$ cat src/hw/rtl/mfir_pkg.sv
// shared types and constants for the multichannel fir ring filter
`default_nettype none

package mfir_pkg;

    localparam int SAMPLE_W     = 16;
    localparam int RESULT_W     = 32;
    localparam int TAP_IDX_W    = 5;
    localparam int FRAC_W       = 15;
    localparam int NUM_OUT      = 6;
    localparam int WINDOW_DEF   = 32;
    localparam int CHANNELS_DEF = 6;

    localparam logic OP_LOAD   = 1'b0;
    localparam logic OP_SAMPLE = 1'b1;

    typedef logic signed [SAMPLE_W-1:0] sample_t;
    typedef logic signed [RESULT_W-1:0] result_t;

    typedef struct packed {
        logic clear;
        logic mul_en;
        logic acc_en;
    } mfir_mac_ctl_t;

endpackage

`default_nettype wire

$ cat src/hw/rtl/mfir_mac.sv
// one multiply-accumulate lane with q15 shift and saturation
`default_nettype none

module mfir_mac #(
    parameter int WINDOW = mfir_pkg::WINDOW_DEF
) (
    input  wire logic                           clk,
    input  wire logic                           rst_n,
    input  wire mfir_pkg::mfir_mac_ctl_t        ctl,
    input  wire logic signed [mfir_pkg::SAMPLE_W-1:0] sample,
    input  wire logic signed [mfir_pkg::SAMPLE_W-1:0] coef,
    output      logic signed [mfir_pkg::RESULT_W-1:0] result
);
    import mfir_pkg::*;

    localparam int PROD_W = 2 * SAMPLE_W;
    localparam int ACC_W  = PROD_W + $clog2(WINDOW);
    localparam int EXT_W  = (ACC_W > RESULT_W) ? ACC_W : RESULT_W + 1;

    logic signed [PROD_W-1:0] prod_reg;
    logic signed [ACC_W-1:0]  acc_reg;
    logic signed [ACC_W-1:0]  acc_next;
    logic signed [ACC_W-1:0]  shifted;
    logic signed [EXT_W-1:0]  shifted_ext;
    logic [EXT_W-RESULT_W:0]  top_bits;

    always_ff @(posedge clk)
    begin
        if (ctl.mul_en)
        begin
            prod_reg <= sample * coef;
        end
    end

    always_comb
    begin
        acc_next = acc_reg;
        if (ctl.clear)
        begin
            acc_next = '0;
        end
        else if (ctl.acc_en)
        begin
            acc_next = acc_reg + ACC_W'(prod_reg);
        end
    end

    always_ff @(posedge clk or negedge rst_n)
    begin
        if (!rst_n)
        begin
            acc_reg <= '0;
        end
        else
        begin
            acc_reg <= acc_next;
        end
    end

    // floor shift, then clamp to the signed result range
    always_comb
    begin
        shifted     = acc_reg >>> FRAC_W;
        shifted_ext = EXT_W'(shifted);
        top_bits    = shifted_ext[EXT_W-1:RESULT_W-1];
        if ((&top_bits) || !(|top_bits))
        begin
            result = shifted_ext[RESULT_W-1:0];
        end
        else if (shifted_ext[EXT_W-1])
        begin
            result = {1'b1, {(RESULT_W-1){1'b0}}};
        end
        else
        begin
            result = {1'b0, {(RESULT_W-1){1'b1}}};
        end
    end

endmodule

`default_nettype wire

$ cat config.mk
export PLATFORM = sky130hd
export DESIGN_NAME = mfir_mac
export DESIGN_NICKNAME = d
export VERILOG_FILES = /design/src/hw/rtl/mfir_pkg.sv /design/src/hw/rtl/mfir_mac.sv
export SDC_FILE = /design/constraint.sdc
export NUM_CORES = 1
export LEC_CHECK = 0
export ABC_AREA = 1
export BUFFER_PORTS_ARGS = -buffer_cell sky130_fd_sc_hd__clkbuf_2
export CAP_MARGIN = 20
export CORE_UTILIZATION = 36
export DETAILED_ROUTE_END_ITERATION = 8
export SYNTH_ARGS = -nofsm -noshare
export SYNTH_HDL_FRONTEND = slang
export SYNTH_SLANG_ARGS = --single-unit
$ cat constraint.sdc
create_clock -name clk -period 2.3 [get_ports clk]
set_input_delay 0.345 -clock clk [delete_from_list [all_inputs] [get_ports clk]]
set_output_delay 0.345 -clock clk [all_outputs]
set_load 0.01 [all_outputs]
==> metrics.md, run 1 <==
| Metric | Value |
|---|---|
| Setup crit start kind | `primary input` |
| Top cells by area, synth | `fa_1 33%, nand2_1 15%, inv_1 13%, ha_1 9.3%, edfxtp_1 6.0%` |
| Core box area | `roughly 43000 um2` |
| DIE AREA | `45020 um2` |
| Critical path's slowest cell | `fa_1` |
| N_diodes | `0` |
| Crit path kind | `primary input to register` |
| Maximum Capacitance Violations | `0` |
| Net Count, Synth | `2563` |
| Pin count of the biggest net entering global routing | `38` |
| Global Route Usage Sum | `21.02%` |
| Dominant cell type by area after synthesis | `fa_1` |
| Drt first pass iters | `5` |
| Vias in the first global route | `14568` |
| Area Growth Syn to Fin | `30.76%` |
| Worst Hold Class | `primary input to register` |
| Failing checks | `setup timing` |
| Ys Warns | `0` |
| Worst slew pin tran | `0.5194 ns` |
| Vias post-DR | `13756` |
| Most common cell in the netlist | `nand2_1` |
| Final min period | `between 5 and 6 ns` |
| Fmax achieved | `199.3 MHz` |
| NumNets Final | `2772` |
| Rel. slew slack | `65.37%` |
| Root Driver | `clkbuf_16` |
| Row count | `76` |
| Met1 WL | `~20000 um` |
| Yosys cell types | `41` |
| Post-Synth Adder-Cell Area | `a little over two fifths` |
| Wire length of the first global-routing pass | `~74000 um` |
| Synth Flop Type | `dfrtp_1` |
| Routability cong. | `0.9441` |
| Share of layout cells above drive strength 1 | `28.78%` |
| EDFF count, synth | `32` |
| Simple-gate area share of the yosys netlist | `22.50%` |
| Complex-gate fraction of the synthesized area | `5.027%` |
| CTS Sinks | `69` |
| Final Worst Setup Slack | `-2.718 ns` |
| Io pins | `a little under 70` |
| Worst-path clk slew | `0.06 ns` |
| H-tree Lvls | `3` |
| Post-DRT Antenna Nets | `0` |
| Die height | `212.2 um` |
| Detailed placer's ending HPWL | `approximately 38000 um` |
| Top Layer Used | `met4` |
| Final hold violation count | `0` |
| Clk_skew | `0.007783 ns` |
| Post-synthesis sequential area ratio | `between 10% and 20%` |
| Buffers on Ports | `68` |
| CTS tree | `yes` |
| Worst EP required | `2.39 ns` |
| Synth cell count leaders | `623 x nand2_1, 551 x inv_1, 263 x fa_1` |
| Hold slack final | `0.2782 ns` |
| Main combinational cell family by area after synthesis | `adder cells` |
| RSZ-0062 raised after global routing | `true` |
| Most used cell along the critical path | `fa_1` |
| Number of synthesized register bits | `69` |
| Design area | `20800 um2` |
| Overflow after GRT | `0` |
| Setup violators final | `28` |
| Multiplexer share of the synthesized area | `0%` |
| CP Data Arrival Time | `between 5 and 6 ns` |
| First DRT Iteration DRCs | `820` |
| Die W | `212.2 um` |
| Crit path cell chain | `buf_6 > clkinvlp_4 > buf_4 > or2_2 > fa_1 > fa_1 > fa_1 > inv_1 > fa_1 > inv_1 > fa_1 > inv_1 > fa_1 > ha_4 > buf_4 > nand3_4 > nor2_4 > buf_4 > a21oi_4 > nand3_1 > nand2_2` |
| Cell area after synthesis | `15900 um2` |
| Final period util | `218.2%` |
| Synth top area share | `33.11%` |
| Initial Utilization | `a little under two fifths` |
| WL final | `45100 um` |
| Status | `finished with violations` |
| DP Area | `~19000 um2` |
| Synth Area per Inst | `7.414 um2` |
| Metal3 WL | `between 1500 and 2000 um` |
| Vias per std cell | `4.673` |
| Met2 wire length | `around 22000 um` |
| Slowest stage delay, CP | `~0.52 ns` |
| Longest Clk Path Bufs | `2` |
| TritonCTS buffer count | `9` |
| Fin. max-slew vios | `0` |
| Drt drc | `0` |
| Worst skew pair latency | `0.35 ns` |
| WL per Instance | `15.32 um` |
| Max reg flops | `37` |
| Initial antenna violation count | `0` |
| Largest fanout on the critical path | `4` |
| Post-synthesis xor/xnor area fraction | `2.093%` |
| Ys async rst share | `53.62%` |
| Mapped Cells | `about 2100` |
| Critical Path End Type | `register` |
==> routing by layer <==
metal | global-route usage (%) | vias to the layer above
li1 | - | 6683
met1 | 28.17 | 6771
met2 | 37.07 | 261
met3 | 1.950 | 41
met4 | 3.648 | 0
met5 | 0 | -
==> cells by family (layout without fill, tap and decap cells) <==
family / Yosys count / count (layout)
AND/OR/NAND/NOR: 868 / 868
flip-flops: 69 / 69
adder cells (fa/ha/maj): 381 / 381
XOR/XNOR: 38 / 38
AO/OA/AOI/OAI: 139 / 139
buffers and inverters: 650 / 864
==> path summary, 6_finish.rpt <==
path / end / depth (start not counted) / from / slack, ns
min reg2reg: acc_reg[9] / 2 / acc_reg[9] / 0.49
min in group asynchronous: acc_reg[0] / 2 / rst_n / 0.32
max: prod_reg[30] / 21 / coef[15] / -2.72
max reg2reg: acc_reg[31] / 11 / prod_reg[28] / 0.11
max in group asynchronous: acc_reg[22] / 3 / rst_n / 1.48
min: acc_reg[4] / 2 / ctl[2] / 0.28
==> cell usage in the layout, fill, tap and decap left out, types with 4 or more instances in the layout <==
cell type / count
nand2_2: 57
buf_8: 10
nand4_1: 14
buf_6: 42
ha_4: 40
buf_4: 172
inv_4: 4
nand3_1: 59
nand2_1: 554
a21oi_1: 36
nor2_2: 32
clkbuf_8: 7
o21ai_4: 4
o21bai_1: 12
o21ai_1: 10
nand2_4: 26
nor3_4: 4
fa_2: 24
clkbuf_2: 40
buf_12: 7
nor2_4: 24
clkbuf_16: 21
xor2_1: 21
nor3_1: 4
nand3_2: 10
a21oi_4: 16
inv_1: 474
dfrtp_1: 37
ha_2: 5
nor2_1: 59
fa_1: 239
inv_2: 74
nand3b_1: 10
o21ai_2: 7
ha_1: 73
xnor2_1: 12
edfxtp_1: 32
a21oi_2: 20
o21ai_0: 19
==> through the flow <==
stage               utilization (%)  setup WS, ns  std cells  TNS (ns)
finish                        47.96        -2.718       2944    -64.80
global route                  47.96        -2.925       2944    -68.68
CTS                           46.34        -2.815       2928    -64.85
detailed placement            42.82        -3.394       2888    -80.76
global placement              42.82        -3.357       2888    -79.86
floorplan                         -        -2.815       2145    -65.41
==> timing repair <==
item | CTS | global route
hold buffers | 1 | 0
gates cloned | 2 | 2
pin swaps | 96 | 100
setup endpoints to repair | 28 | 35
endpoints found under the hold margin | 15 | 0
resized for setup | 244 | 189
setup buffers | 21 | 18
==> worst max-delay path: cells and delay by family <==
family | cells | cell delay (ns)
adder cells (fa/ha/maj) | 7 | 3.21
buffers and inverters | 8 | 0.79
AND/OR/NAND/NOR | 5 | 0.69
AO/OA/AOI/OAI | 1 | 0.04
==> final cells by class <==
| cell class | count | area, um2 |
|---|---|---|
| Fill cell | 4261 | 22570 |
| Multi-Input combinational cell | 1426 | 13060 |
| Timing Repair Buffer | 294 | 2704 |
| Inverter | 554 | 2093 |
| Sequential cell | 69 | 1887 |
| Tap cell | 585 | 732.0 |
| Clock buffer | 9 | 225.2 |
| Clock inverter | 7 | 96.34 |
Power of run 1 is left out: the tool's default activity adds up to more than one toggle a clock period on the data nets, which glitch-free logic cannot reach.
==> inputs of run 2 (changes only) <==
REMOVE_ABC_BUFFERS = 1   (was default)
==> metrics.md, run 2 (synthesis gave the netlist of run 1 again) <==
| Metric | Value |
|---|---|
| Routability cong. | `just under 1` |
| Core box area | `43360 um2` |
| Io pins | `69` |
| DP Area | `18020 um2` |
| Pin count of the biggest net entering global routing | `38` |
| Largest fanout on the critical path | `8` |
| CTS Sinks | `69` |
| Post-DRT Antenna Nets | `0` |
| N_diodes | `0` |
| Pre-CTS setup slack | `-3.568 ns` |
| Worst skew pair latency | `0.34 ns` |
| Worst EP required | `2.37 ns` |
| CP Data Arrival Time | `5.22 ns` |
| Crit path kind | `primary input to register` |
| Status | `finished with violations` |
| Clk_skew | `just over 0.008 ns` |
| Hold slack final | `between 0.2 and 0.3 ns` |
| CTS tree | `yes` |
| Vias per std cell | `4.641` |
| Critical Path End Type | `register` |
| Drt first pass iters | `5` |
| Final Worst Setup Slack | `-2.847 ns` |
| CP bufs+invs | `6` |
| Slowest stage delay, CP | `roughly 0.59 ns` |
| WL per Instance | `15.06 um` |
| Initial Utilization | `36.68%` |
| Overflow after GRT | `0` |
| Final hold violation count | `0` |
| Met2 wire length | `22770 um` |
| Detailed placer's ending HPWL | `37780 um` |
| Met1 WL | `19130 um` |
| Wire length of the first global-routing pass | `73310 um` |
| Vias in the first global route | `14927` |
| Top Layer Used | `met4` |
| Fmax achieved | `194.3 MHz` |
| Setup violators final | `28` |
| FF/Latch Area | `1887 um2` |
| Fin. max-slew vios | `0` |
| Crit path cell chain | `clkbuf_16 > buf_4 > nand2_1 > fa_1 > inv_1 > fa_1 > fa_1 > fa_1 > fa_1 > inv_1 > fa_1 > inv_1 > ha_4 > nand2_2 > nor2_2 > inv_2 > nor3_4 > nand3_1 > o211ai_1 > xor2_1` |
| Share of layout cells above drive strength 1 | `around a quarter` |
| TritonCTS buffer count | `9` |
| Most frequent cells in the layout | `567 x nand2_1, 502 x inv_1, 248 x fa_1` |
| Final period util | `223.8%` |
| Global Route Usage Sum | `20.64%` |
| DIE AREA | `45020 um2` |
| Final min period | `5.147 ns` |
| Failing checks | `setup timing` |
| Die height | `about 210 um` |
| # fillers | `4238` |
| Area of the multi-input gates | `12740 um2` |
| Root Driver | `clkbuf_16` |
| RSZ-0062 raised after global routing | `true` |
| Worst slew pin tran | `0.8967 ns` |
| Rel. slew slack | `40.22%` |
| Buffers on Ports | `68` |
| WL final | `44270 um` |
| Row count | `76` |
| First DRT Iteration DRCs | `640` |
| Metal3 WL | `1353 um` |
| Most used cell along the critical path | `fa_1` |
| Critical path's slowest cell | `fa_1` |
| Area Growth Syn to Fin | `28.05%` |
| Design area | `20370 um2` |
| Worst Hold Class | `primary input to register` |
| Max reg flops | `37` |
| Worst-path clk slew | `0.06 ns` |
| NumNets Final | `between 2000 and 3000` |
| Setup crit start kind | `primary input` |
| Maximum Capacitance Violations | `0` |
| Critical path's top delay family | `adder cells` |
| Commonest non-fill, non-tap cell in the layout | `nand2_1` |
| Initial antenna violation count | `0` |
| H-tree Lvls | `3` |
| Drt drc | `0` |
| Die W | `approximately 210 um` |
| Longest Clk Path Bufs | `2` |
| Vias post-DR | `13644` |
[run 2: changes by cell type in the layout (fill, tap and decap cells not counted), sizes merged]
cell | previous run | this run
clkbuf | 70 | 78
buf | 232 | 222
bufinv | 2 | 1
inv | 554 | 553
[run 2: what timing repair did]
action / 4_1_cts / 5_1_grt
pin swaps: 113 / 75
resized for setup: 317 / 118
hold buffers: 1 / 0
hold endpoints to repair: 37 / 0
endpoints found under the setup margin: 28 / 34
setup buffers: 18 / 11
[run 2: per-layer routing]
layer  global-route usage (%)  up-vias
li1                         -     6660
met1                    25.15     6667
met2                    38.41      254
met3                    2.009       63
met4                    5.572        0
met5                        0        -
[run 2: layout make-up]
cell class	instances	share of cell area [%]
Multi-Input combinational cell	1426	62.58
Timing Repair Buffer	290	12.96
Inverter	554	10.21
Sequential cell	69	9.265
Tap cell	585	3.594
Clock buffer	11	1.143
Clock inverter	5	0.2519
[run 2: through the flow]
step | setup TNS (ns) | utilization, % | cells
CTS | -65.81 | 45.60 | 2929
global placement | -83.41 | 41.56 | 2897
finish | -66.38 | 46.97 | 2940
floorplan | -64.91 | - | 2049
detailed placement | -84.51 | 41.56 | 2897
global route | -70.01 | 46.97 | 2940
[run 2: final timing paths]
| check | startpoint | endpoint | slack, ns | cells past startpoint |
|---|---|---|---|---|
| max in group asynchronous | rst_n | acc_reg[22] | 1.58 | 3 |
| worst max register to register | prod_reg[31] | acc_reg[34] | 0.16 | 10 |
| worst min-delay path | ctl[2] | acc_reg[4] | 0.27 | 2 |
| min in group asynchronous | rst_n | acc_reg[1] | 0.51 | 3 |
| worst min register to register | acc_reg[12] | acc_reg[12] | 0.48 | 2 |
| worst max-delay path | coef[7] | prod_reg[25] | -2.85 | 20 |
Power of run 2 is left out for the same reason.
==> inputs of run 3 (changes only) <==
clock period = 6 ns   (was 2.3 ns; I/O delays follow)
==> metrics.md, run 3 (synthesis gave the netlist of run 1 again) <==
| Metric | Value |
|---|---|
| Final period util | `between 90% and 100%` |
| Die W | `212.2 um` |
| Pin count of the biggest net entering global routing | `38` |
| Share of layout cells above drive strength 1 | `13.52%` |
| # fillers | `4541` |
| Slowest stage delay, CP | `0.57 ns` |
| Post-CTS Hold Buffers | `0` |
| CP bufs+invs | `6` |
| Row count | `76` |
| CTS tree | `yes` |
| Die height | `212.2 um` |
| Initial antenna violation count | `0` |
| Detailed placer's ending HPWL | `37230 um` |
| Clk_skew | `0.009246 ns` |
| Wire length of the first global-routing pass | `70990 um` |
| Drt first pass iters | `7` |
| NumNets Final | `2699` |
| Vias post-DR | `13146` |
| WL final | `between 40000 and 50000 um` |
| Commonest non-fill, non-tap cell in the layout | `nand2_1` |
| RSZ-0062 raised after global routing | `true` |
| Worst Hold Class | `primary input to async pin` |
| Most used cell along the critical path | `fa_1` |
| WL per Instance | `14.67 um` |
| CTS Sinks | `69` |
| Initial Utilization | `36.68%` |
| Worst skew pair latency | `around 0.35 ns` |
| First DRT Iteration DRCs | `681` |
| Longest Clk Path Bufs | `2` |
| Critical path's slowest cell | `fa_1` |
| Setup violators final | `0` |
| N_diodes | `0` |
| Worst-path clk slew | `0.06 ns` |
| Critical path's top delay family | `adder cells` |
| Pre-CTS setup slack | `-0.4057 ns` |
| CP Data Arrival Time | `between 5 and 6 ns` |
| Most frequent cells in the layout | `621 x nand2_1, 549 x inv_1, 262 x fa_1` |
| Post-DRT Antenna Nets | `0` |
| Worst EP required | `roughly 6.1 ns` |
| DIE AREA | `45020 um2` |
| Rel. slew slack | `39.67%` |
| Crit path kind | `primary input to register` |
| Fmax achieved | `~170 MHz` |
| Global Route Usage Sum | `about a fifth` |
| Final hold violation count | `0` |
| Vias in the first global route | `14291` |
| Status | `completed` |
| Maximum Capacitance Violations | `0` |
| Buffers on Ports | `68` |
| Root Driver | `clkbuf_16` |
| Crit path cell chain | `clkbuf_2 > buf_6 > nand2_1 > buf_4 > inv_1 > fa_1 > fa_1 > fa_1 > fa_1 > fa_1 > inv_1 > fa_1 > inv_1 > ha_1 > a21oi_1 > o21ai_0 > a21oi_1 > o211ai_2 > xor2_1` |
| Critical Path End Type | `register` |
| Area Growth Syn to Fin | `14.17%` |
| Io pins | `69` |
| Final Worst Setup Slack | `0.1696 ns` |
| Setup crit start kind | `primary input` |
| Fin. max-slew vios | `0` |
| TritonCTS buffer count | `9` |
| Overflow after GRT | `0` |
| Core box area | `43360 um2` |
| Worst slew pin tran | `0.9049 ns` |
| Final min period | `5.830 ns` |
| H-tree Lvls | `3` |
| Routability cong. | `0.9270` |
| Max reg flops | `37` |
| Drt drc | `0` |
| Vias per std cell | `4.579` |
| Largest fanout on the critical path | `10` |
-- run 3: cell types whose count changed in the layout (fill, tap and decap cells not counted), moves of 34 or more --
cell and delta:
buf_6 -45, ha_1 +34, inv_1 +47, inv_2 -48, nand2_1 +54, nand2_2 -37
-- run 3: timing repair --
| item | CTS | global route |
|---|---|---|
| pin swaps | 0 | 2 |
| endpoints found under the setup margin | 1 | 13 |
| buffers inserted | 0 | 3 |
| resized for setup | 1 | 31 |
| hold endpoints to repair | 0 | 0 |
-- run 3: layout make-up --
type	instances	area [um2]	area share, %
multi-input cells	1426	11550	63.59
inverters	554	2083	11.47
flip-flops and latches	69	1887	10.39
repair buffers	221	1583	8.717
well taps	585	732.0	4.031
clock buffers	11	242.7	1.337
clock inverters	5	83.83	0.4617
-- run 3: layer usage --
layer  global-route usage (%)  vias up  wire length (um)
li1                         -     6531                 -
met1                    25.14     6325             18910
met2                    36.96      249             21370
met3                    1.492       41              1258
met4                    4.148        0               585
met5                        0        -                 0
-- run 3: path summary, 6_finish.rpt --
path | from | slack (ns) | cells past startpoint | end
worst max-delay path | sample[15] | 0.17 | 19 | prod_reg[24]
worst min-delay path | rst_n | 0.37 | 1 | acc_reg[1]
worst max register to register | prod_reg[0] | 3.53 | 12 | acc_reg[28]
worst min register to register | acc_reg[8] | 0.49 | 2 | acc_reg[8]
max in group asynchronous | rst_n | 5.21 | 2 | acc_reg[29]
min in group clk | acc_reg[8] | 0.49 | 2 | acc_reg[8]
-- run 3: through the flow --
step                      instances  utilization (%)  setup TNS, ns  hold WS, ns  area (um2)
after floorplan                2049                -              0       0.4530       15420
after global placement         2851            40.79         -2.727       0.4661       17690
after detailed placement       2851            40.79         -3.290       0.4752       17690
after CTS                      2867            41.55              0       0.4915       18020
after global routing           2871            41.87       -0.05236       0.3696       18160
final                          2871            41.87              0       0.3714       18160
Power of run 3 is left out for the same reason.
