--- config.mk ---
export PLATFORM = sky130hd
export DESIGN_NAME = mfir_ram
export DESIGN_NICKNAME = d
export VERILOG_FILES = /design/src/hw/rtl/mfir_ram.sv
export SDC_FILE = /design/constraint.sdc
export NUM_CORES = 1
export LEC_CHECK = 0
export ABC_AREA = 1
export BUFFER_PORTS_ARGS = -buffer_cell sky130_fd_sc_hd__clkbuf_2
export CAP_MARGIN = 15
export CORE_MARGIN = 2
export CORE_UTILIZATION = 25
export DETAILED_ROUTE_END_ITERATION = 10
export PLACE_DENSITY = 0.44
export SLEW_MARGIN = 20
export SYNTH_ARGS = -nofsm -noshare
export SYNTH_HDL_FRONTEND = slang
export SYNTH_SLANG_ARGS = --single-unit
--- constraint.sdc ---
create_clock -name clk -period 2.5 [get_ports clk]
set_input_delay 0.25 -clock clk [delete_from_list [all_inputs] [get_ports clk]]
set_output_delay 0.25 -clock clk [all_outputs]
set_load 0.005 [all_outputs]
--- src/hw/rtl/mfir_ram.sv ---
// simple dual-port ram with registered read
`default_nettype none

module mfir_ram #(
    parameter int DEPTH = 32,
    parameter int WIDTH = 16
) (
    input  wire logic                     clk,
    input  wire logic                     we,
    input  wire logic [$clog2(DEPTH)-1:0] waddr,
    input  wire logic [WIDTH-1:0]         wdata,
    input  wire logic                     re,
    input  wire logic [$clog2(DEPTH)-1:0] raddr,
    output      logic [WIDTH-1:0]         rdata
);

    logic [WIDTH-1:0] mem [DEPTH];

    always_ff @(posedge clk)
    begin
        if (we)
        begin
            mem[waddr] <= wdata;
        end
    end

    always_ff @(posedge clk)
    begin
        if (re)
        begin
            rdata <= mem[raddr];
        end
    end

endmodule

`default_nettype wire

==> results of run 1 <==
==> through the flow <==
| stage | cell area (sq um) | hold slack, ns | instances | setup WS, ns |
|---|---|---|---|---|
| global route | 24980 | 0.2943 | 3054 | 0.8811 |
| global placement | 23210 | 0.6563 | 2950 | 0.4739 |
| floorplan | 21460 | 0.3489 | 1794 | 0.8672 |
| finish | 24990 | 0.2951 | 3056 | 0.9366 |
| detailed placement | 23210 | 0.6538 | 2950 | 0.4676 |
| CTS | 24980 | 0.2381 | 3054 | 0.8816 |
==> sequential cells by signal, summed over array words and instances, names as in the netlist <==
register and count:
mem 512, rdata 16
==> cells by family after synthesis <==
family	count (synthesis)
simple gates	1148
flops	528
buf+inv	118
==> layout by cell type (no fill, tap or decap) <==
cell type,instances
clkinv_1,14
buf_4,60
inv_6,2
nand3_1,396
buf_2,1
nand2_1,720
clkinv_2,14
diode_2,2
nor2_1,8
inv_2,1
buf_12,17
inv_4,1
clkinvlp_4,2
clkbuf_8,1
edfxtp_1,528
inv_8,1
clkbuf_2,41
nor2_2,24
bufinv_16,5
inv_1,7
clkbuf_1,10
clkbuf_16,57
==> power breakdown <==
part / switching (mW) / internal [mW] / total [mW]
Clock: 3.43 / 4.67 / 8.10
Sequential: 0.0394 / 9.88 / 9.92
Combinational: 0.894 / 0.318 / 1.21
Total: 4.37 / 14.9 / 19.2
==> Yosys cell counts (all sizes together) <==
library cell / number
nand3: 396
buf: 89
nand2: 720
inv: 10
nor2: 32
clkbuf: 19
edfxtp: 528
==> worst max-delay path by stage <==
stage                        start        end  slack [ns]  depth (start not counted)
after global routing      rdata[5]   rdata[5]        0.88                          1
after floorplan           waddr[0]  mem[0][0]        0.87                          3
after CTS                 rdata[5]   rdata[5]        0.88                          1
after global placement    raddr[0]   rdata[9]        0.47                         11
final                     rdata[5]   rdata[5]        0.94                          1
after detailed placement  raddr[0]   rdata[9]        0.47                         11
==> routing by layer <==
| metal | share of wire, % | wire length, um |
|---|---|---|
| met5 | 0.042 | 26 |
| met4 | 1.6 | 990 |
| met3 | 4.9 | 3033 |
| met2 | 45 | 27750 |
| met1 | 48 | 29550 |
==> area by class of cell <==
class                      instances  area share, %
antenna                            2        0.02003
timing repair buffer             120          4.061
clock inverter                    37          1.222
clock buffer                      67          5.858
inverter                          10         0.1903
sequential                       528          63.45
multi-input combinational       1148          19.47
tap                             1144          5.728
==> metrics.md, run 1 <==
| Metric | Value |
|---|---|
| Final Skew | `0.02340 ns` |
| Final Wtd Congestion | `0.7523` |
| Top delay family on crit path | `flip-flops` |
| Crit Reg-Reg Endpoint | `rdata[12]` |
| Area of the multi-input gates | `4865 sq um` |
| Post-Synth XOR/XNOR Area | `0%` |
| Port buffer count | `44` |
| Slowest CP cell | `edfxtp_1` |
| Core area | `85,150 sq um` |
| Slowest stage delay, CP | `0.52 ns` |
| Layout cells sized above 1 | `11.88%` |
| Clock Pin Slew Worst Setup and Hold Paths | `0.06 ns` |
| Die span in y | `297.0 um` |
| Actual slew at the worst max-slew pin | `0.9278 ns` |
| Total CTS buffers | `56` |
| Final Hold Fails | `0` |
| GRT Residual Overflow | `0` |
| Crit path buf inv count | `1` |
| Share of the synthesized area in the top cell type | `73.88%` |
| Routing usage on met2 | `21.62%` |
| Main combinational cell family by area after synthesis | `simple AND/OR/NAND/NOR gates` |
| Hold Path Stages | `3` |
| Crit path kind | `reg2out` |
| Detailed Place HPWL | `35,110 um` |
| Fmax | `639.6 MHz` |
| Final ANT Viol Nets | `0` |
| CTS H-tree depth | `2` |
| CP Launch Type | `register` |
| RR Startpoint | `mem[31][12]` |
| Max-slew violations | `0` |
| Met3 Track Usage GR | `2.388%` |
| Post-synthesis compound-gate area fraction | `0%` |
| DR WL/cell | `20.08 um` |
| Post-CTS repair timing setup buffer count | `0` |
| Register area | `15,860 sq um` |
| Peak supply drop | `0.0004840 V` |
| Rows | `107` |
| Vias per inst | `4.500` |
| Max clock buf depth | `3` |
| Setup crit end kind | `output port` |
| Synth warn | `0` |
| Largest net degree at the start of global routing | `82` |
| RSZ-0062 raised after global routing | `false` |
| Top Ports | `45` |
| Max-slew headroom | `38.14%` |
| Layout Utilization | `29.35%` |
| Die area | `88,210 sq um` |
| Initial antenna violation count | `3` |
| Min-Delay Endpoint | `mem[28][15]` |
| CTS tree | `yes` |
| GRT Max-Usage Layer | `met2` |
| Fin crit share | `62.54%` |
| Worst path required time | `2.25 ns` |
| Mapped Area | `21,460 sq um` |
| Leak | `8.987 nW` |
| Initial Utilization | `25.21%` |
| Met1 Use GR | `19.80%` |
| Residual DRC | `0` |
| Layout area overhead | `16.43%` |
| CTS Hold Bufs | `0` |
| DRT iter0 DRCs | `1,090` |
| CP arrival | `1.31 ns` |
| Filler cells | `8,804` |
| Vias in the first global route | `13,680` |
| CP max FO | `1` |
| Post-Synth Simple-Gate Area | `22.39%` |
| Vias | `13,750` |
| Cell area power density | `769.9 nW/um^2` |
| Worst-path cell chain | `clkbuf_2` |
| Worst-case reg-to-reg path depth | `8` |
| Area share of fa/ha/maj cells after synthesis | `0%` |
| Pre-antenna DRT Iters | `5` |
| Clock sinks | `528` |
| GRT Resource Usage Total | `13.77%` |
| Unique masters post-synth | `14` |
| Post_cts resized | `0` |
| Start point of the worst hold path | `waddr[4]` |
| Mean Syn Cell Area | `11.96 sq um` |
| Clock latency on the worst-skew pair | `0.62 ns` |
| Final Critical Period | `1.563 ns` |
| Setup TNS | `0 ns` |
| Endpoints failing setup | `0` |
| Routed WL | `61,350 um` |
| Mapped Cells | `1,794` |
| Seq/Total Area, Yosys | `73.88%` |
| Mux contribution to synthesized area | `0%` |
| Min-delay worst type | `in2reg` |
| Status | `finished clean` |
| Max cap viols | `0` |
| Power Total | `19.24 mW` |
| Post-synth top area cell | `edfxtp_1` |
| Layout net count | `1,893` |
| Root Driver | `clkbuf_16` |
| Synthesized Nets | `1,823` |
| #FFs+latches synth | `528` |
| Largest cells by area after synthesis | `edfxtp_1 (74%), nand2_1 (13%), nand3_1 (9.2%), buf_6 (1.3%), buf_4 (0.98%)` |
| First-pass GRT wire length | `91,780 um` |
| R2r setup slk | `1.06 ns` |
| Die Wd | `297.0 um` |
No activity file was read; power rests on OpenSTA's default activity.
==> run 2, diff against run 1 <==
Settings changed: PLACE_DENSITY 0.44 to 0.45.
Clock period 2.5 ns to 1.4 ns, I/O delays scaled along.
==> run 2 against run 1 <==
Net effect:
- the flow now finishes with violations (negative setup slack)
- hold slack lost 0.24 ns
- sequential share of layout area shrank 2.9 points
- total power increased by 84%
- final area grew 4.8%
- register-to-register slack worse by 0.99 ns
- clock-buffer cell count is 1 higher
==> metrics.md, run 2 (synthesized netlist as in run 1, its figures left out) <==
| Metric | Value |
|---|---|
| Max-slew violations | `0 (unchanged)` |
| Power Total | `35.45 mW (+84%)` |
| Endpoints failing setup | `5 (+5)` |
| Final Skew | `0.01878 ns (-0.004624 ns)` |
| Routing usage on met2 | `21.96% (+0.33 points)` |
| CTS H-tree depth | `2 (unchanged)` |
| Initial antenna violation count | `3 (unchanged)` |
| Status | `finished with violations` |
| RSZ-0062 raised after global routing | `true` |
| Clock sinks | `528 (unchanged)` |
| CP max FO | `1 (unchanged)` |
| CP Launch Type | `register` |
| DR WL/cell | `19.97 um (-0.55%)` |
| Commonest cells after routing, fill and taps aside | `nand2_1 (693), edfxtp_1 (528), nand3_1 (396)` |
| Detailed Place HPWL | `37,990 um (+8.2%)` |
| Layout net count | `1,954 (+3.2%)` |
| GRT Resource Usage Total | `13.97% (+0.20 points)` |
| GRT Residual Overflow | `0 (unchanged)` |
| Slowest CP cell | `edfxtp_1` |
| Largest Register | `mem` |
| Max-slew headroom | `41.33% (+3.2 points)` |
| Slowest stage delay, CP | `0.53 ns (about the same)` |
| Worst-path cell chain | `clkbuf_2` |
| Actual slew at the worst max-slew pin | `0.8790 ns (-0.04878 ns)` |
| Fin crit share | `103.1%` |
| CP arrival | `1.30 ns (about the same)` |
| Crit path kind | `reg2out` |
| Most common cell after layout, fill and taps aside | `nand2_1` |
| Root Driver | `clkbuf_16` |
| Max clock buf depth | `3 (unchanged)` |
| Worst path required time | `1.26 ns (-0.99 ns)` |
| Met3 Track Usage GR | `2.410% (+0.022 points)` |
| Met1 Use GR | `20.13% (+0.33 points)` |
| Clock latency on the worst-skew pair | `0.61 ns (about the same)` |
| Total CTS buffers | `57 (+1.8%)` |
| Max cap viols | `0 (unchanged)` |
| Die Wd | `297.0 um (unchanged)` |
| DRT iter0 DRCs | `1,186 (+8.8%)` |
| Final Cell Area | `26,190 sq um (+4.8%)` |
| Port buffer count | `44 (unchanged)` |
| Vias per inst | `4.459 (-0.91%)` |
| Pre-antenna DRT Iters | `5 (unchanged)` |
| Die area | `88,210 sq um (unchanged)` |
| GRT Max-Usage Layer | `met2` |
| Worst hold margin | `0.05392 ns (-0.2412 ns)` |
| Failing checks | `negative setup slack` |
| Clock Pin Slew Worst Setup and Hold Paths | `0.06 ns (about the same)` |
| Final Wtd Congestion | `0.7657 (+1.8%)` |
| Top Ports | `45 (unchanged)` |
| Routed WL | `62,210 um (+1.4%)` |
| Crit path buf inv count | `1 (unchanged)` |
| ANT cells | `0 (-2)` |
| Min-delay worst type | `in2reg` |
| Residual DRC | `0 (unchanged)` |
| Setup crit end kind | `output port` |
| Core area | `85,150 sq um (unchanged)` |
| Number of flip-flops in the largest register | `512 (unchanged)` |
| Setup TNS | `-0.1092 ns (-0.1092 ns)` |
| Vias | `13,900 (+1.0%)` |
| Leak | `9.491 nW (+5.6%)` |
| First-pass GRT wire length | `92,740 um (+1.0%)` |
| Cell area power density | `1354 nW/um^2 (+76%)` |
| Post-CTS repair timing setup buffer count | `0 (unchanged)` |
| Die span in y | `297.0 um (unchanged)` |
| Largest net degree at the start of global routing | `75 (-8.5%)` |
| DP Area | `24,080 sq um (+3.7%)` |
| Fmax | `692.5 MHz` |
| Largest regs | `mem: 512 flops, rdata: 16 flops` |
| CTS tree | `yes` |
| Initial Utilization | `25.21% (unchanged)` |
| Vias in the first global route | `13,750 (+0.55%)` |
| Rows | `107 (unchanged)` |
| Layout cells sized above 1 | `15.21% (+3.3 points)` |
| Final Hold Fails | `0 (unchanged)` |
| Final ANT Viol Nets | `0 (unchanged)` |
| Top delay family on crit path | `flip-flops` |
| Layout area overhead | `22.02%` |
| Setup ws final | `-0.04406 ns (-0.9807 ns)` |
| Dpl ws | `-0.5880 ns (-1.056 ns)` |
| Peak supply drop | `0.0008357 V (+73%)` |
| Final Critical Period | `1.444 ns` |
run 2: changes by cell type in the layout (fill, tap and decap cells not counted), sizes merged, moves of 2 or more:
| cell | before | now |
|---|---|---|
| dlygate4sd3 | 0 | 13 |
| clkinv | 28 | 24 |
| buf | 78 | 125 |
| diode | 2 | 0 |
| bufinv | 5 | 9 |
run 2: final timing paths:
check | end | cells past startpoint | startpoint | slack [ns]
setup reg to reg | rdata[5] | 8 | mem[17][5] | 0.07
hold reg to reg | rdata[2] | 8 | mem[2][2] | 0.84
setup / recovery | rdata[14] | 1 | rdata[14] | -0.04
hold / removal | mem[26][4] | 2 | wdata[4] | 0.05
run 2: final cells by class:
cell class,instances,area [sq um]
Sequential cell,528,15860
Timing Repair Buffer,180,2023
Tap cell,1144,1431
Inverter,10,47.55
Clock inverter,38,415.4
Multi-Input combinational cell,1148,4947
Clock buffer,68,1468
Fill cell,8637,58960
run 2: power by group:
part	total, mW	internal [mW]	switching (mW)
clock	15.3	9.10	6.16
combinational	2.46	0.790	1.67
sequential	17.7	17.6	0.0910
total	35.4	27.5	7.92
run 2: per-stage QoR:
| stage | instances | utilization, % |
|---|---|---|
| floorplan | 1794 | - |
| global placement | 2997 | 28.28 |
| detailed placement | 2997 | 28.28 |
| CTS | 3116 | 30.66 |
| global route | 3116 | 30.76 |
| finish | 3116 | 30.76 |
run 2: timing repair:
item / CTS / global route
endpoints found under the setup margin: 12 / 21
pin swaps: 0 / 1
hold endpoints to repair: 341 / 0
resized for setup: 6 / 26
hold buffers: 13 / 0
run 2: per-layer routing:
layer / part of all wire (%) / vias to the layer above
met5: 0.021 / -
met4: 1.6 / 2
met3: 4.9 / 77
met2: 46 / 313
met1: 48 / 6966
li1: - / 6537
==> run 3, diff against run 2 <==
Settings changed: PLACE_DENSITY 0.45 to default.
==> run 3 against run 2 <==
Net effect:
- the run still ends with negative setup slack left
- sequential share of layout area grew 1.1 points
- first-iteration DRC count increased by 15%
- maximum frequency fell by 0.64%
- total power down 5.3%
- combinational power shrank 7%
- non-clock buffer count is 18 lower
- critical path type unchanged
==> metrics.md, run 3 (synthesized netlist as in run 1, its figures left out) <==
| Metric | Value |
|---|---|
| Clock sinks | `528 (unchanged)` |
| Most common cell after layout, fill and taps aside | `nand2_1` |
| Min-delay worst type | `in2reg` |
| Failing checks | `negative setup slack` |
| Slowest CP cell | `edfxtp_1` |
| Dpl cells | `2,992 (-0.17%)` |
| Layout net count | `1,934 (-1.0%)` |
| Hold Path Stages | `2 (unchanged)` |
| Final Hold Fails | `0 (unchanged)` |
| Largest regs | `mem: 512 flops, rdata: 16 flops` |
| DR WL/cell | `18.42 um (-7.7%)` |
| Cell area power density | `1304 nW/um^2 (-3.7%)` |
| Top delay family on crit path | `flip-flops` |
| Final ANT Viol Nets | `0 (unchanged)` |
| Status | `finished with violations` |
| Fmax | `688.0 MHz (-0.64%)` |
| Die span in y | `297.0 um (unchanged)` |
| Met2 wire length | `26,190 um (-7.6%)` |
| RR Startpoint | `mem[25][13]` |
| DP Area | `24,070 sq um (about the same)` |
| Detailed Place HPWL | `34,260 um (-9.8%)` |
| Layout cells sized above 1 | `13.36% (-1.9 points)` |
| CTS Hold Bufs | `0 (-13)` |
| Final Wtd Congestion | `0.7661 (about the same)` |
| Crit path buf inv count | `1 (unchanged)` |
| Finished Layout Cells | `3,090 (-0.83%)` |
| First-pass GRT wire length | `86,620 um (-6.6%)` |
| GRT Resource Usage Total | `12.84% (-1.1 points)` |
| Worst-case reg-to-reg path depth | `8 (unchanged)` |
| Setup crit end kind | `output port` |
| CP max FO | `1 (unchanged)` |
| Actual slew at the worst max-slew pin | `0.7503 ns (-0.1287 ns)` |
| Clock Pin Slew Worst Setup and Hold Paths | `0.06 ns (about the same)` |
| Max-slew violations | `0 (unchanged)` |
| Worst path required time | `1.26 ns (about the same)` |
| CP arrival | `1.31 ns (about the same)` |
| Vias in the first global route | `13,630 (-0.85%)` |
| Final Critical Period | `1.453 ns (+0.009331 ns)` |
| Crit path kind | `reg2out` |
| Crit Reg-Reg Endpoint | `rdata[13]` |
| CP Launch Type | `register` |
| Max Used Layer | `met4` |
| Initial Utilization | `25.21% (unchanged)` |
| R2r setup slk | `0.11 ns (+0.04 ns)` |
| Root Driver | `clkbuf_16` |
| Peak supply drop | `0.0007524 V (-10%)` |
| Top Ports | `45 (unchanged)` |
| ANT cells | `0 (unchanged)` |
| Rows | `107 (unchanged)` |
| Power Total | `33.56 mW (-5.3%)` |
| Clock latency on the worst-skew pair | `0.60 ns (about the same)` |
| Number of flip-flops in the largest register | `512 (unchanged)` |
| Largest Register | `mem` |
| RSZ-0062 raised after global routing | `true` |
| Residual DRC | `0 (unchanged)` |
| Largest net degree at the start of global routing | `41 (-45%)` |
| Max-slew headroom | `49.92% (+8.6 points)` |
| GRT Residual Overflow | `0 (unchanged)` |
| Endpoints failing setup | `5 (unchanged)` |
| Total CTS buffers | `55 (-3.5%)` |
| Min-Delay Endpoint | `mem[31][6]` |
| Start point of the worst hold path | `wdata[6]` |
| Fin crit share | `103.8% (+0.67 points)` |
| Layout area overhead | `19.90%` |
| Vias | `13,870 (-0.22%)` |
| Setup ws final | `-0.05339 ns (-0.009331 ns)` |
| Pre-antenna DRT Iters | `5 (unchanged)` |
| Filler cells | `8,622 (-0.17%)` |
| Die Wd | `297.0 um (unchanged)` |
| Max clock buf depth | `3 (unchanged)` |
| Area of the multi-input gates | `4862 sq um (-1.7%)` |
| Port buffer count | `44 (unchanged)` |
| Leak | `9.285 nW (-2.2%)` |
| Dpl ws | `-0.2380 ns (+0.3500 ns)` |
| Max cap viols | `0 (unchanged)` |
| Layout Utilization | `30.22% (-0.53 points)` |
| Final Cell Area | `25,730 sq um (-1.7%)` |
| CTS tree | `yes` |
| Slowest stage delay, CP | `0.53 ns (about the same)` |
| Routed WL | `56,930 um (-8.5%)` |
| Final Skew | `0.01023 ns (-0.008546 ns)` |
| Routed wl met3 | `3645 um (+18%)` |
| Worst hold margin | `0.05415 ns (+0.0002300 ns)` |
| Die area | `88,210 sq um (unchanged)` |
| DRT iter0 DRCs | `1,369 (+15%)` |
| Register area | `15,860 sq um (unchanged)` |
| Commonest cells after routing, fill and taps aside | `nand2_1 (717), edfxtp_1 (528), nand3_1 (396)` |
| Vias per inst | `4.487 (+0.62%)` |
| Worst-path cell chain | `clkbuf_2` |
| CTS H-tree depth | `2 (unchanged)` |
| Setup TNS | `-0.1743 ns (-0.06515 ns)` |
| DRT met1 WL | `25,920 um (-13%)` |
| Core area | `85,150 sq um (unchanged)` |
| Initial antenna violation count | `3 (unchanged)` |
run 3: cell count changes in the layout (fill, tap and decap cells not counted), sizes merged:
cell         delta
inv             -2
dlygate4sd3    -13
buf             -4
clkbuf          +3
clkinvlp        -3
bufinv          -7
run 3: area by class of cell:
| cell class | instances | area share [%] |
|---|---|---|
| multi-input cells | 1148 | 18.90 |
| clock buffers | 72 | 5.762 |
| clock inverters | 26 | 0.6467 |
| well taps | 1144 | 5.563 |
| repair buffers | 162 | 7.332 |
| inverters | 10 | 0.1848 |
| flip-flops and latches | 528 | 61.62 |
run 3: how the worst max path moves through the flow:
| stage | startpoint | end | slack, ns | cells past startpoint |
|---|---|---|---|---|
| after floorplan | waddr[0] | mem[0][0] | -0.12 | 3 |
| after global placement | raddr[0] | rdata[15] | -0.25 | 11 |
| after detailed placement | raddr[0] | rdata[15] | -0.24 | 11 |
| after CTS | rdata[15] | rdata[15] | -0.12 | 1 |
| after global routing | rdata[15] | rdata[15] | -0.09 | 1 |
| final | rdata[11] | rdata[11] | -0.05 | 1 |
run 3: per-layer routing:
metal | track usage (%) | up-vias
met2 | 20.14 | 482
li1 | - | 6485
met3 | 2.082 | 90
met5 | 0 | -
met4 | 3.343 | 0
met1 | 18.43 | 6808
run 3: report_power, final:
part	internal, mW	total, mW	switching (mW)	leakage (nW)
logic	0.747	2.28	1.53	3.69
clock network	7.75	13.5	5.80	0.816
registers	17.6	17.7	0.0964	4.77
run 3: timing repair:
action | 4_1_cts | 5_1_grt
pin swaps | 0 | 0
endpoints found under the setup margin | 8 | 11
endpoints found under the hold margin | 0 | 0
buffers inserted | 0 | 0
resized for setup | 0 | 5
